`src/rtl/assert_macros.svh`:
```
// ---------------------------------------------------------------------------
// assert_macros.svh
// Clocked assertion shorthands used by the top-level RTL. They expect clk and rst_n
// to be visible at the point of use.
// ---------------------------------------------------------------------------
`ifndef ASSERT_MACROS_SVH
`define ASSERT_MACROS_SVH

// Implication in the same cycle, disabled during reset.
`define ASSERT_NOW(lbl, ante, cons, msg) \
    lbl: assert property (@(posedge clk) disable iff (!rst_n) (ante) |-> (cons)) \
        else $error(msg);

// Implication in the next cycle, disabled during reset.
`define ASSERT_NEXT(lbl, ante, cons, msg) \
    lbl: assert property (@(posedge clk) disable iff (!rst_n) (ante) |=> (cons)) \
        else $error(msg);

`endif

```
`src/rtl/twgc_pkg.sv`:
```
// ---------------------------------------------------------------------------
// twgc_pkg
// Shared types and constants of the TCP window growth controller.
// ---------------------------------------------------------------------------
`timescale 1ns / 1ps

package twgc_pkg;

    localparam int unsigned ADDR_W = 3;

    localparam logic [15:0] MSS_RESET   = 16'd1460;
    localparam logic [31:0] LIMIT_RESET = 32'hFFFF_FFFF;

    // register index, taken from paddr[2]
    typedef enum logic [0:0] {
        REG_SEGMENT_SIZE     = 1'b0,
        REG_SLOW_START_LIMIT = 1'b1
    } reg_idx_t;

    // controller -> datapath
    typedef struct packed {
        logic load_in;  // latch the accepted transfer
        logic step;     // first update step of an item
        logic loop;     // one avoidance growth iteration
        logic emit;     // load the result register
    } dp_cmd_t;

    // datapath -> controller
    typedef struct packed {
        logic ack_zero;
        logic avoid_mode;
        logic loop_more;
        logic out_free;
    } dp_sts_t;

endpackage

```
`src/rtl/twgc_datapath.sv`:
```
// ---------------------------------------------------------------------------
// twgc_datapath
// Window state, input holding registers, growth arithmetic and the result
// register with its valid/stall handshake.
// ---------------------------------------------------------------------------
`timescale 1ns / 1ps

module twgc_datapath #(
    parameter int unsigned INIT_SEGMENTS = 10
) (
    input  logic              clk,
    input  logic              rst_n,
    input  twgc_pkg::dp_cmd_t cmd,
    output twgc_pkg::dp_sts_t sts,
    input  logic              cfg_reinit,
    input  logic [15:0]       mss_new,
    input  logic [31:0]       limit_new,
    input  logic [15:0]       mss,
    input  logic [31:0]       limit,
    input  logic [31:0]       acked_bytes,
    input  logic [31:0]       in_flight_bytes,
    input  logic [15:0]       peer_window,
    output logic              out_valid,
    input  logic              out_stall,
    output logic [31:0]       window_bytes,
    output logic [31:0]       threshold_bytes,
    output logic              in_avoidance,
    output logic [15:0]       usable_window,
    output logic [15:0]       send_allowance
);
    import twgc_pkg::*;

    localparam logic [31:0] CWND_RESET = 32'(MSS_RESET * INIT_SEGMENTS);
    localparam logic        MODE_RESET = (CWND_RESET >= LIMIT_RESET);

    logic [31:0] acked_reg;
    logic [31:0] flight_reg;
    logic [15:0] peer_reg;
    logic [31:0] cwnd_reg,  cwnd_next;
    logic [32:0] accum_reg, accum_next;
    logic        mode_reg,  mode_next;
    logic        out_valid_reg, out_valid_next;
    logic [31:0] win_out_reg;
    logic [31:0] thr_out_reg;
    logic        avoid_out_reg;
    logic [15:0] usable_out_reg;
    logic [15:0] allow_out_reg;

    logic [15:0] mss_eff;
    logic [15:0] mss_new_eff;
    logic [31:0] init_cwnd;
    logic [32:0] grow_sum;
    logic [31:0] ss_cwnd;
    logic [32:0] seg_sum;
    logic [31:0] seg_cwnd;
    logic        loop_more;
    logic [15:0] usable;
    logic [15:0] allow;

    function automatic logic in_flight_ok(input logic [31:0] f, input logic [15:0] u);
        return f < 32'(u);
    endfunction

    always_comb
    begin
        mss_eff     = (mss == 16'd0) ? 16'd1 : mss;
        mss_new_eff = (mss_new == 16'd0) ? 16'd1 : mss_new;
        init_cwnd   = 32'(32'(mss_new_eff) * 32'(INIT_SEGMENTS));

        grow_sum = {1'b0, cwnd_reg} + {1'b0, acked_reg};
        ss_cwnd  = grow_sum[32] ? '1 : grow_sum[31:0];
        seg_sum  = {1'b0, cwnd_reg} + 33'(mss_eff);
        seg_cwnd = seg_sum[32] ? '1 : seg_sum[31:0];

        loop_more = (accum_reg >= {1'b0, cwnd_reg});

        usable = (cwnd_reg < 32'(peer_reg)) ? cwnd_reg[15:0] : peer_reg;
        allow  = (in_flight_ok(flight_reg, usable)) ? (usable - flight_reg[15:0]) : 16'd0;
    end

    // window state update
    always_comb
    begin
        cwnd_next  = cwnd_reg;
        accum_next = accum_reg;
        mode_next  = mode_reg;
        if (cfg_reinit)
        begin
            cwnd_next  = init_cwnd;
            accum_next = '0;
            mode_next  = (init_cwnd >= limit_new);
        end
        else if (cmd.step && (acked_reg != 32'd0))
        begin
            if (!mode_reg)
            begin
                cwnd_next = ss_cwnd;
                if (ss_cwnd >= limit)
                begin
                    mode_next  = 1'b1;
                    accum_next = '0;
                end
            end
            else
            begin
                // accum < cwnd before the add, so 33 bits never wrap
                accum_next = accum_reg + {1'b0, acked_reg};
            end
        end
        else if (cmd.loop && loop_more)
        begin
            accum_next = accum_reg - {1'b0, cwnd_reg};
            cwnd_next  = seg_cwnd;
        end
    end

    always_comb
    begin
        if (cmd.emit)
            out_valid_next = 1'b1;
        else if (!out_stall)
            out_valid_next = 1'b0;
        else
            out_valid_next = out_valid_reg;
    end

    always_ff @(posedge clk or negedge rst_n)
    begin
        if (!rst_n)
        begin
            cwnd_reg      <= CWND_RESET;
            accum_reg     <= '0;
            mode_reg      <= MODE_RESET;
            out_valid_reg <= 1'b0;
        end
        else
        begin
            cwnd_reg      <= cwnd_next;
            accum_reg     <= accum_next;
            mode_reg      <= mode_next;
            out_valid_reg <= out_valid_next;
        end
    end

    always_ff @(posedge clk)
    begin
        if (cmd.load_in)
        begin
            acked_reg  <= acked_bytes;
            flight_reg <= in_flight_bytes;
            peer_reg   <= peer_window;
        end
        if (cmd.emit)
        begin
            win_out_reg    <= cwnd_reg;
            thr_out_reg    <= limit;
            avoid_out_reg  <= mode_reg;
            usable_out_reg <= usable;
            allow_out_reg  <= allow;
        end
    end

    assign sts.ack_zero   = (acked_reg == 32'd0);
    assign sts.avoid_mode = mode_reg;
    assign sts.loop_more  = loop_more;
    assign sts.out_free   = !out_valid_reg || !out_stall;

    assign out_valid       = out_valid_reg;
    assign window_bytes    = win_out_reg;
    assign threshold_bytes = thr_out_reg;
    assign in_avoidance    = avoid_out_reg;
    assign usable_window   = usable_out_reg;
    assign send_allowance  = allow_out_reg;

endmodule

```
`src/rtl/twgc_ctrl.sv`:
```
// ---------------------------------------------------------------------------
// twgc_ctrl
// Sequencer for one item: accept, update step, avoidance growth loop, emit.
// ---------------------------------------------------------------------------
`timescale 1ns / 1ps

module twgc_ctrl (
    input  logic              clk,
    input  logic              rst_n,
    input  logic              in_valid,
    output logic              in_stall,
    input  twgc_pkg::dp_sts_t sts,
    output twgc_pkg::dp_cmd_t cmd
);
    import twgc_pkg::*;

    typedef enum logic [3:0] {
        S_IDLE = 4'b0001,
        S_STEP = 4'b0010,
        S_LOOP = 4'b0100,
        S_EMIT = 4'b1000
    } state_t;

    state_t state_reg, state_next;
    logic   accept;
    logic   emit;

    // a new item may enter in the same cycle the previous result is emitted
    assign emit     = (state_reg == S_EMIT) && sts.out_free;
    assign in_stall = !((state_reg == S_IDLE) || emit);
    assign accept   = in_valid && !in_stall;

    always_comb
    begin
        state_next = state_reg;
        case (state_reg)
            S_IDLE:
            begin
                if (accept)
                    state_next = S_STEP;
            end
            S_STEP:
            begin
                if (sts.ack_zero || !sts.avoid_mode)
                    state_next = S_EMIT;
                else
                    state_next = S_LOOP;
            end
            S_LOOP:
            begin
                if (!sts.loop_more)
                    state_next = S_EMIT;
            end
            S_EMIT:
            begin
                if (sts.out_free)
                    state_next = accept ? S_STEP : S_IDLE;
            end
            default:
                state_next = S_IDLE;
        endcase
    end

    always_ff @(posedge clk or negedge rst_n)
    begin
        if (!rst_n)
            state_reg <= S_IDLE;
        else
            state_reg <= state_next;
    end

    assign cmd.load_in = accept;
    assign cmd.step    = (state_reg == S_STEP);
    assign cmd.loop    = (state_reg == S_LOOP);
    assign cmd.emit    = emit;

endmodule

```
`src/rtl/tcp_window_growth_controller.sv`:
```
// ---------------------------------------------------------------------------
// tcp_window_growth_controller
// Sequence: accept latches the ack, the step state updates the window or the
//   accumulator, in avoidance the loop state adds one segment per cycle, then
//   emit loads the result register once the result channel is free. A new ack
//   is taken only while idle or in the emit cycle, so items never overlap.
// Reset: window = MSS * INIT_SEGMENTS, accumulator cleared, no result pending.
// ---------------------------------------------------------------------------
`timescale 1ns / 1ps
`include "assert_macros.svh"

module tcp_window_growth_controller #(
    parameter int unsigned INIT_SEGMENTS = 10
) (
    input  logic                         clk,
    input  logic                         rst_n,
    // configuration port
    input  logic                         psel,
    input  logic                         penable,
    input  logic                         pwrite,
    input  logic [twgc_pkg::ADDR_W-1:0]  paddr,
    input  logic [31:0]                  pwdata,
    output logic [31:0]                  prdata,
    output logic                         pready,
    // ack input channel
    input  logic                         in_valid,
    output logic                         in_stall,
    input  logic [31:0]                  acked_bytes,
    input  logic [31:0]                  in_flight_bytes,
    input  logic [15:0]                  peer_window,
    // result channel
    output logic                         out_valid,
    input  logic                         out_stall,
    output logic [31:0]                  window_bytes,
    output logic [31:0]                  threshold_bytes,
    output logic                         in_avoidance,
    output logic [15:0]                  usable_window,
    output logic [15:0]                  send_allowance
);
    import twgc_pkg::*;

    // Config registers. Any write reinitializes the window state from the
    // values that become current at the same edge, exactly as reset does.
    logic [15:0] mss_reg,   mss_next;
    logic [31:0] limit_reg, limit_next;
    logic        cfg_wr;
    reg_idx_t    cfg_idx;

    dp_cmd_t cmd;
    dp_sts_t sts;

    assign pready  = 1'b1;
    assign cfg_wr  = psel && penable && pwrite && pready;
    assign cfg_idx = reg_idx_t'(paddr[2]);   // word-addressed, low bits ignored

    always_comb
    begin
        mss_next   = mss_reg;
        limit_next = limit_reg;
        if (cfg_wr)
        begin
            case (cfg_idx)
                REG_SEGMENT_SIZE:     mss_next   = pwdata[15:0];
                REG_SLOW_START_LIMIT: limit_next = pwdata;
                default:              ;
            endcase
        end
    end

    always_comb
    begin
        case (cfg_idx)
            REG_SEGMENT_SIZE:     prdata = {16'd0, mss_reg};
            REG_SLOW_START_LIMIT: prdata = limit_reg;
            default:              prdata = '0;
        endcase
    end

    always_ff @(posedge clk or negedge rst_n)
    begin
        if (!rst_n)
        begin
            mss_reg   <= MSS_RESET;
            limit_reg <= LIMIT_RESET;
        end
        else
        begin
            mss_reg   <= mss_next;
            limit_reg <= limit_next;
        end
    end

    // Sequencer: idle -> step -> (avoidance loop) -> emit. The emit cycle
    // doubles as the accept cycle of the next transfer.
    twgc_ctrl u_ctrl (
        .clk      (clk),
        .rst_n    (rst_n),
        .in_valid (in_valid),
        .in_stall (in_stall),
        .sts      (sts),
        .cmd      (cmd)
    );

    // Window state, growth arithmetic and result register.
    twgc_datapath #(
        .INIT_SEGMENTS (INIT_SEGMENTS)
    ) u_datapath (
        .clk             (clk),
        .rst_n           (rst_n),
        .cmd             (cmd),
        .sts             (sts),
        .cfg_reinit      (cfg_wr),
        .mss_new         (mss_next),
        .limit_new       (limit_next),
        .mss             (mss_reg),
        .limit           (limit_reg),
        .acked_bytes     (acked_bytes),
        .in_flight_bytes (in_flight_bytes),
        .peer_window     (peer_window),
        .out_valid       (out_valid),
        .out_stall       (out_stall),
        .window_bytes    (window_bytes),
        .threshold_bytes (threshold_bytes),
        .in_avoidance    (in_avoidance),
        .usable_window   (usable_window),
        .send_allowance  (send_allowance)
    );

    // one item at a time: an accepted transfer always blocks the next cycle
    `ASSERT_NEXT(a_no_back_to_back, in_valid && !in_stall, in_stall, "back-to-back accept")
    // window never reaches zero (MSS of zero counts as one)
    `ASSERT_NOW(a_window_nonzero, out_valid, window_bytes != 32'd0, "zero window reported")
    // avoidance only once the window has reached the threshold
    `ASSERT_NOW(a_avoid_above_thr, out_valid && in_avoidance, window_bytes >= threshold_bytes, "avoidance below threshold")
    // allowance never exceeds the usable window
    `ASSERT_NOW(a_allow_le_usable, out_valid, send_allowance <= usable_window, "allowance above usable window")

endmodule

```
`config.mk`:
```
export PLATFORM = sky130hd
export DESIGN_NAME = tcp_window_growth_controller
export DESIGN_NICKNAME = d
export VERILOG_FILES = /design/src/rtl/twgc_pkg.sv /design/src/rtl/twgc_datapath.sv /design/src/rtl/twgc_ctrl.sv /design/src/rtl/tcp_window_growth_controller.sv
export VERILOG_INCLUDE_DIRS = /design/src /design/src/rtl
export SDC_FILE = /design/constraint.sdc
export NUM_CORES = 1
export LEC_CHECK = 0
export BUFFER_PORTS_ARGS = -buffer_cell sky130_fd_sc_hd__clkbuf_2
export CAP_MARGIN = 20
export CORE_UTILIZATION = 54
export CTS_CLUSTER_DIAMETER = 80
export DETAILED_ROUTE_END_ITERATION = 8
export GPL_TIMING_DRIVEN = 0
export PLACE_DENSITY_LB_ADDON = 0.05
export SYNTH_ARGS = -nofsm -noshare
export SYNTH_HDL_FRONTEND = slang
export SYNTH_SLANG_ARGS = --single-unit
```
`constraint.sdc`:
```
create_clock -name clk -period 11.6 [get_ports clk]
set_clock_uncertainty 0.1 [all_clocks]
set_input_delay 1.16 -clock clk [delete_from_list [all_inputs] [get_ports clk]]
set_output_delay 1.16 -clock clk [all_outputs]
set_load 0.01 [all_outputs]
```
; ---- After elaboration in Yosys (flattened, before gate mapping)
; Cells that the tools add are included.
[op_classes]
reduce_logical = 22
bitwise = 1
n_mux = 31
n_lt_le_gt_ge = 5
mul = 1
eq_ne = 10
add_sub_neg = 5
[ops]
columns = op, count
row1 = $mux 32, 8
row2 = $mux 33, 5
row3 = $mux 16, 5
row4 = $lt 32x16->1, 2
row5 = $pmux 32 s2, 1
row6 = $add 32x16->33, 1
row7 = $add 32x32->33, 1
row8 = $add 33x32->33, 1
row9 = $ge 33x32->1, 1
row10 = $sub 33x32->33, 1
row11 = $ge 20x32->1, 1
row12 = $ge 32x32->1, 1
row13 = $logic_not 16->1, 2
row14 = $logic_not 32->1, 1
row15 = $reduce_bool 32->1, 1
row16 = $mul 16x3->19 const B, 1
row17 = $mux 4, 4
row18 = $pmux 4 s4, 1
row19 = $sub 16x16->16, 1
row20 = $logic_and 1x1->1, 6
row21 = $mux 1, 6
row22 = $ne 2x1->1 const B, 3
row23 = $eq 4x1->1 const B, 1
row24 = $eq 4x2->1 const B, 1
row25 = other kinds (13), 19
[word_totals]
word_cells = 90
out_inout_bits = 132
in_bits = 122
regBits = 296

; ---- Depth between registers and ports, before layout
; Gate-level depths: netlist of the first run.
[depth]
depth_word = 8
depth_mapped = 24
ltp_nobuf = 23

; ---- Cells and area by module
; From an unflattened synthesis of the first run, not the netlist that was laid out.
[unflattened]
cells_unflattened = 2268
hier_area_um2 = 22206.3
[modules_own_cells]
columns = mod, seq_area_each_um2, area_each_um2, cells_per_inst, instances
row1 = twgc_datapath, 6998.0, 19621.3, 2085, 1
row2 = tcp_window_growth_controller, 1248.7, 2239.6, 141, 1
row3 = twgc_ctrl, 101.3, 345.3, 42, 1

; ---- Worst setup path after synthesis of the first run
; OpenSTA, ideal clock, no wires.
[synth_path]
kind = input to register
start = input out_stall
end = register u_datapath.avoid_out_reg (netlist: u_datapath.in_avoidance) (enable)
t_arrival_ns = 5.864
path_stages = 1
setup_slack_ns = 5.051
path_buffers = 0
setup_ns = 0.585
t_required_ns = 10.915
cell_sequence = a21oi_1
[synth_between]
elab_chain_cells = 3
[synth_rtl]
columns = item, line_no
row1 = start: declaration, tcp_window_growth_controller.sv:33  ; input logic out_stall,
row2 = $logic_not 1->1, --
row3 = $logic_or 1x1->1, twgc_datapath.sv:166  ; assign sts.out_free = !out_valid_reg || !out_stall;
row4 = $logic_and 1x1->1, twgc_ctrl.sv:29  ; assign emit = (state_reg == S_EMIT) && sts.out_free;
row5 = end signal: assignment, twgc_datapath.sv:157  ; avoid_out_reg <= mode_reg;
row6 = end: declaration, twgc_datapath.sv:45  ; logic avoid_out_reg;
; Every way passes these cells.
; A chain may end at the register's enable or synchronous reset.

; ---- Worst setup path in the final report of the first run
[layout_path]
start = register u_datapath.cwnd_reg[0]
end = register u_datapath.accum_reg[11]
[layout_between]
elab_chain_cells = 5
elab_cells_between_ends = 12
classes_between = add/sub: 2 / order compare: 2 / eq/ne: 1 / mux: 4 / reduce/logical: 3
[layout_rtl]
columns = item, line_no
row1 = start: declaration, twgc_datapath.sv:39  ; logic [31:0] cwnd_reg, cwnd_next;
row2 = start signal: assignment, twgc_datapath.sv:138  ; cwnd_reg <= cwnd_next;
row3 = $add 32x32->33, twgc_datapath.sv:70  ; grow_sum = {1'b0, cwnd_reg} + {1'b0, acked_reg};
row4 = $mux 32, twgc_datapath.sv:71  ; ss_cwnd = grow_sum[32] ? '1 : grow_sum[31:0];
row5 = $ge 32x32->1, twgc_datapath.sv:98  ; if (ss_cwnd >= limit)
row6 = $ne 4x3->1 (no source line), --
row7 = $reduce_and 2->1 (no source line), --
row8 = end signal: assignment, twgc_datapath.sv:139  ; accum_reg <= accum_next;
row9 = end: declaration, twgc_datapath.sv:40  ; logic [32:0] accum_reg, accum_next;
; Several ways; a longest one is shown, not always the timed one. The select of a mux whose other input is x is not followed.

==> reports/qor.yml, run 1 <==
synthesis:
  synth-edff-count: 177
  synth_flop_cell: "edfxtp_1"
  synth_top_area_share_pct: 24.5
  yosysWarnings: 0
  synth_nets: 2556
  syn_inst: 2195
  synth_top_area_cell: "edfxtp_1"
  netlist_area_um2: 21700
  ys_seq_area_share_pct: 38.5
  synth.area.top_cells: "edfxtp_1 25%, ha_1 13%, dfrtp_1 8.7%, dfstp_2 5.3%, a21oi_1 3.7%"
  async_reset_ff_share_pct: 40.2
  synth.avg_cell_area_um2: 9.87
  ys_ff_latch: 296
  synth_cell_type_count: 102
grt:
  grt_pass1_wl_mm: 107
  grt_pass1_vias: 18091
  track_usage_pct: 34.4
  grt_overflow: 0
  grt_max_degree: 92
  grt_antenna_before_repair: 1
routing:
  drt-initial-drc-count: 1477
  drc: 0
  wl_per_cell_um: 23.3
  vias_per_cell: 6.16
  drt-total-wl_mm: 70.9
  vias: 18737
  ant_nets: 0
  drtPass1Iterations: 6
hold_path:
  hp-class: "primary input to async pin"
die:
  die_h_um: 202
  coreArea_um2: 39600
  die-area_um2: 40900
  io_pins: 254
  die_x_um: 202
  rows: 73
  initial_core_util_pct: 54.7
placement:
  dp_cells: 2976
  port_buffers: 249
  dpl_cell_area_um2: 23700
  post-dp-hpwl_mm: 55.4
  place_congestion: 0.989
sta:
  tightest_slew_ns: 1.05
  drv_slew: 0
  min_period_over_period_pct: 61.8
  fin_crit_ns: 7.17
  fmax_mhz: 140
  hold_violations: 0
  timing.setup.tns_ns: 0
  slew_headroom_pct: 29.6
  grt_setup_unrepaired: "no"
  setup_viol: 0
critical_path:
  startpoint_type: "register"
  slowest_delay_ns: 0.67
  setup.worst_path.start: "u_datapath.cwnd_reg[0]$_DFFE_PN0P_"
  crit_slowest_cell: "a311oi_1"
  critPathMaxFanout: 10
  endpoint_kind: "register"
  arrival_ns: 7.56
  required_ns: 11.99
  reg2reg_from: "u_datapath.cwnd_reg[0]$_DFFE_PN0P_"
  crit_type: "register to register"
  crit_chain: "ha_1 -> fa_1 -> a211oi_1 -> o211ai_2 -> a311oi_1 -> or4_1 -> o211ai_2 -> nor2_1 -> buf_2 -> buf_1 -> nand2_1 -> ha_1 -> nand4_1 -> o31a_1 -> a31oi_1 -> a31oi_1 -> o211ai_1 -> o22ai_2 -> buf_6 -> nor2_2 -> a22o_1"
clock_tree:
  cts_root_buf: "clkbuf_16"
  ctsHoldBuffers: 0
  cts_setup_buffers: 0
  cts_buffers: 35
  clkLatencyLatePin_ns: 0.56
  clockBufferDepth: 3
  cts_max_level: 2
  clock_sinks: 296
  tritoncts: "built"
  ctsResizeCount: 0
  path_clk_slew_ns: 0.06
power_and_ir_drop:
  vdd_drop_max_mv: 0.200
  cellPowerDensity_nw_per_um2: 307
  p_leak_nw: 11.5
final_layout:
  largest_reg_flops: 33
  fillers: 3389
  fin_area_um2: 24800
  fin_cells: 3041
  layout-drive-gt1-share_pct: 19.1
  area_delta_synth_final_pct: 14.6
  final_nets: 2849
flow_run:
  maxCapViolCount: 0
status:
  status: "completed"
## logic make-up (layout without fill, tap and decap cells)
family / after synthesis / after routing / synth area share, %
and+or+nand+nor: 562 / 562 / 12.8
adders and majority gates: 239 / 239 / 14.0
DFF: 296 / 296 / 38.5
AOI/OAI and AO/OA: 631 / 631 / 19.5
buffers and inverters: 228 / 548 / 4.57
xor gates and xnor gates: 127 / 127 / 5.13
muxes: 111 / 111 / 5.42
other: 1 / 2 / 0.0173
## path summary, 6_finish.rpt
check	endpoint	slack [ns]	cells past startpoint
hold / removal	mss_reg[6]$_DFF_PN0_	0.40	1
max in group asynchronous	u_datapath.accum_reg[16]$_DFFE_PN0P_	10.22	2
hold reg to reg	u_ctrl.state_reg[0]$_DFFE_PN1P_	0.43	2
setup / recovery	u_datapath.accum_reg[11]$_DFFE_PN0P_	4.43	21
setup reg to reg	u_datapath.accum_reg[11]$_DFFE_PN0P_	4.43	21
min in group clk	u_ctrl.state_reg[0]$_DFFE_PN1P_	0.43	2
## where the power goes
group          switching [W]  internal [W]
Clock               0.000458      0.000630
Sequential          0.000378       0.00144
Combinational        0.00282       0.00189
Total                0.00366       0.00396
## metrics by stage
stage	power, W	hold WS [ns]	setup slack [ns]	utilization (%)
2_1_floorplan	0.00508	0.380	5.05	-
3_3_place_gp	0.00633	0.401	2.29	59.5
3_5_place_dp	0.00642	0.417	4.07	59.9
4_1_cts	0.00754	0.386	4.60	62.7
5_1_grt	0.00816	0.399	4.23	62.7
6_report	0.00762	0.399	4.43	62.7
## layout by cell type (no fill, tap or decap), drive strengths merged, types with 17 or more instances in the layout
| cell | synthesis | routed |
|---|---|---|
| a211oi | 22 | 22 |
| ha | 233 | 233 |
| a21o | 75 | 75 |
| buf | 37 | 44 |
| inv | 145 | 146 |
| xnor2 | 69 | 69 |
| nor2b | 21 | 21 |
| nand2 | 188 | 188 |
| a22oi | 17 | 17 |
| edfxtp | 177 | 177 |
| nand4 | 36 | 36 |
| clkbuf | 45 | 342 |
| a221oi | 17 | 17 |
| dfstp | 44 | 44 |
| o21ai | 129 | 129 |
| o21bai | 19 | 19 |
| a31oi | 28 | 28 |
| mux2 | 51 | 51 |
| mux2i | 60 | 60 |
| o21a | 25 | 25 |
| nor3 | 35 | 35 |
| a21oi | 163 | 163 |
| dfrtp | 75 | 75 |
| nand3 | 40 | 40 |
| nand2b | 24 | 24 |
| nor2 | 105 | 105 |
| nor4 | 34 | 34 |
| xor2 | 58 | 58 |
| and2 | 32 | 32 |
## layout make-up
type,instances,area (µm²),share of cell area [%]
antenna,1,2.50,0.0101
timing repair buffer,256,1390,5.59
buffer,83,445,1.79
multi-input combinational,1671,12300,49.7
clock inverter,16,140,0.564
sequential,296,8350,33.6
clock buffer,48,966,3.89
tap,525,657,2.64
inverter,145,544,2.19
## metal layers
| layer | vias to the layer above | track usage [%] | share of wire (%) |
|---|---|---|---|
| met5 | - | 0 | 0 |
| met4 | 0 | 13.1 | 3.9 |
| met3 | 159 | 4.74 | 6.6 |
| met2 | 757 | 55.0 | 46 |
| met1 | 9046 | 47.2 | 44 |
| li1 | 8775 | - | - |
## worst max-delay path, delay by kind of cell (launching register included)
family / cells / cell delay (ns)
compound gates: 10 / 3.09
buf+inv: 3 / 1.00
flops: 1 / 0.55
simple gates: 5 / 1.18
fa+ha+maj: 3 / 1.16
## cells in the mapped netlist, types with 9 or more instances
library cell	count
ha_1	233
nand2_1	188
edfxtp_1	177
a21oi_1	161
inv_1	145
o21ai_0	111
nor2_1	104
dfrtp_1	75
a21o_1	73
xnor2_1	69
mux2i_1	60
xor2_1	58
mux2_2	51
clkbuf_1	44
dfstp_2	44
nand3_1	40
nand4_1	35
nor3_1	34
nor4_1	31
and2_1	30
a31oi_1	28
o21a_1	25
nand2b_1	24
a211oi_1	22
nor2b_1	21
buf_2	20
o21ai_1	18
o21bai_1	18
a22oi_1	16
o31ai_1	16
a221oi_1	15
and3_1	14
o211ai_1	11
a32oi_1	9
or2_2	9
No activity file was read; power rests on OpenSTA's default activity.
==> run 2, diff against run 1 <==
Clock period 11.6 ns to 6.4 ns, I/O delays scaled along.
==> run 2 against run 1 <==
Compared with the run above: final cell count did not move; setup slack got worse by 4.1 ns; register-to-register slack got worse by 4.1 ns; count of clock-buffer cells in the layout did not move.
==> reports/qor.yml, run 2 (same netlist as run 1, synthesis figures left out) <==
status:
  status: "completed"
grt:
  track_usage_pct: 34.4
  grt_pass1_wl_mm: 107
  grt_pass1_vias: 18115
  grt_max_degree: 92
  grt_overflow: 0
  grt_antenna_before_repair: 1
final_layout:
  fillers: 3390
  post-route-util_pct: 62.8
  fin_cells: 3041
  largest_reg_flops: 33
  final_cell_mix: "250 x clkbuf_2, 233 x ha_1, 188 x nand2_1, 177 x edfxtp_1, 160 x a21oi_1"
  final_nets: 2849
  layout-drive-gt1-share_pct: 19.5
  fin_area_um2: 24900
  final_common_cell: "clkbuf_2"
  area_delta_synth_final_pct: 14.9
die:
  coreArea_um2: 39600
  die_h_um: 202
  die_x_um: 202
  die-area_um2: 40900
  initial_core_util_pct: 54.7
  io_pins: 254
  rows: 73
clock_tree:
  clock_sinks: 296
  clockBufferDepth: 3
  clkLatencyLatePin_ns: 0.57
  cts_max_level: 2
  cts_buffers: 35
  cts_root_buf: "clkbuf_16"
  path_clk_slew_ns: 0.06
  tritoncts: "built"
sta:
  drv_slew: 0
  hold_violations: 0
  worst_slack_ns: 0.340
  fin_crit_ns: 6.06
  fmax_mhz: 165
  setup_viol: 0
  timing.setup.tns_ns: 0
  slew_headroom_pct: 29.3
  grt_setup_unrepaired: "no"
  min_period_over_period_pct: 94.7
  tightest_slew_ns: 1.05
critical_path:
  crit_slowest_cell: "dfrtp_1"
  crit_type: "register to register"
  slowest_delay_ns: 0.56
  endpoint_kind: "register"
  arrival_ns: 6.41
  required_ns: 6.75
  startpoint_type: "register"
  critPathMaxFanout: 10
  crit_chain: "ha_1 -> fa_1 -> a211oi_2 -> o211ai_2 -> a311oi_4 -> or4_1 -> o211ai_2 -> nor2_2 -> buf_2 -> clkbuf_4 -> nand2_1 -> ha_1 -> a21o_1 -> a21oi_1 -> a21boi_0 -> a31oi_1 -> a31oi_2 -> o211ai_1 -> buf_4 -> o22ai_2 -> buf_6 -> buf_6 -> nand2_1 -> o31ai_1"
placement:
  dpl_cell_area_um2: 23700
  place_congestion: 0.989
  post-dp-hpwl_mm: 55.4
  port_buffers: 249
  pre_cts_ws_ns: -0.610
  dp_cells: 2976
power_and_ir_drop:
  p_leak_nw: 11.5
  vdd_drop_max_mv: 0.365
  cellPowerDensity_nw_per_um2: 557
routing:
  ant_nets: 0
  vias: 18732
  vias_per_cell: 6.16
  drt-total-wl_mm: 71.0
  drtPass1Iterations: 6
  wl_per_cell_um: 23.3
  drc: 0
  drt-initial-drc-count: 1414
hold_path:
  hp-class: "primary input to register"
flow_run:
  maxCapViolCount: 0
run 2: cell type report:
type                    count  area [µm²]  share of cell area [%]
multi-input cells        1671       12400                    49.8
flip-flops and latches    296        8350                    33.5
repair buffers            258        1410                    5.64
clock buffers              48         966                    3.88
well taps                 525         657                    2.64
inverters                 145         544                    2.19
plain buffers              81         443                    1.78
clock inverters            16         140                   0.563
diodes                      1        2.50                  0.0101
run 2: worst paths after layout:
kind	depth (start not counted)	start	slack (ns)	to
worst max-delay path	24	u_datapath.cwnd_reg[0]$_DFFE_PN0P_	0.34	u_datapath.accum_reg[19]$_DFFE_PN0P_
worst min-delay path	1	acked_bytes[26]	0.15	u_datapath.acked_reg[26]$_DFFE_PP_
worst max register to register	24	u_datapath.cwnd_reg[0]$_DFFE_PN0P_	0.34	u_datapath.accum_reg[19]$_DFFE_PN0P_
worst min register to register	2	u_ctrl.state_reg[0]$_DFFE_PN1P_	0.43	u_ctrl.state_reg[0]$_DFFE_PN1P_
max in group asynchronous	3	rst_n	4.97	u_datapath.accum_reg[16]$_DFFE_PN0P_
min in group asynchronous	2	rst_n	0.44	mss_reg[6]$_DFF_PN0_
run 2: layer usage:
metal  track usage [%]  vias up  share of wire, %  wire length, µm
met2              55.1      744                46            32600
met4              13.1        0               3.8             2710
met5                 0        -                 0                0
met3              4.74      154               6.2             4410
li1                  -     8767                 -                -
met1              47.2     9067                44            31300
run 2: stage by stage:
step	hold slack [ns]	power [W]
CTS	0.134	0.0137
finish	0.151	0.0139
floorplan	0.244	0.00921
global route	0.136	0.0148
detailed placement	0.417	0.0116
global placement	0.401	0.0115
run 2: power by group:
part	switching, W	total [W]	leakage (nW)	internal, W
clock network	0.000830	0.00197	0.547	0.00114
registers	0.000686	0.00329	3.05	0.00261
logic	0.00515	0.00860	7.90	0.00345
run 2: timing repair:
item,4_1_cts,5_1_grt
endpoints found under the setup margin,34,34
gates resized for setup,3,8
pin swaps,1,2
endpoints found under the hold margin,10,0
setup buffers,0,1
hold buffers,1,0
run 2: critical path: cells and delay by family (launching register included):
| family | cells | cell delay [ns] |
|---|---|---|
| AOI/OAI and AO/OA | 12 | 2.47 |
| buffers and inverters | 5 | 1.09 |
| and+or+nand+nor | 4 | 0.62 |
| DFF | 1 | 0.56 |
| adders and majority gates | 3 | 1.10 |
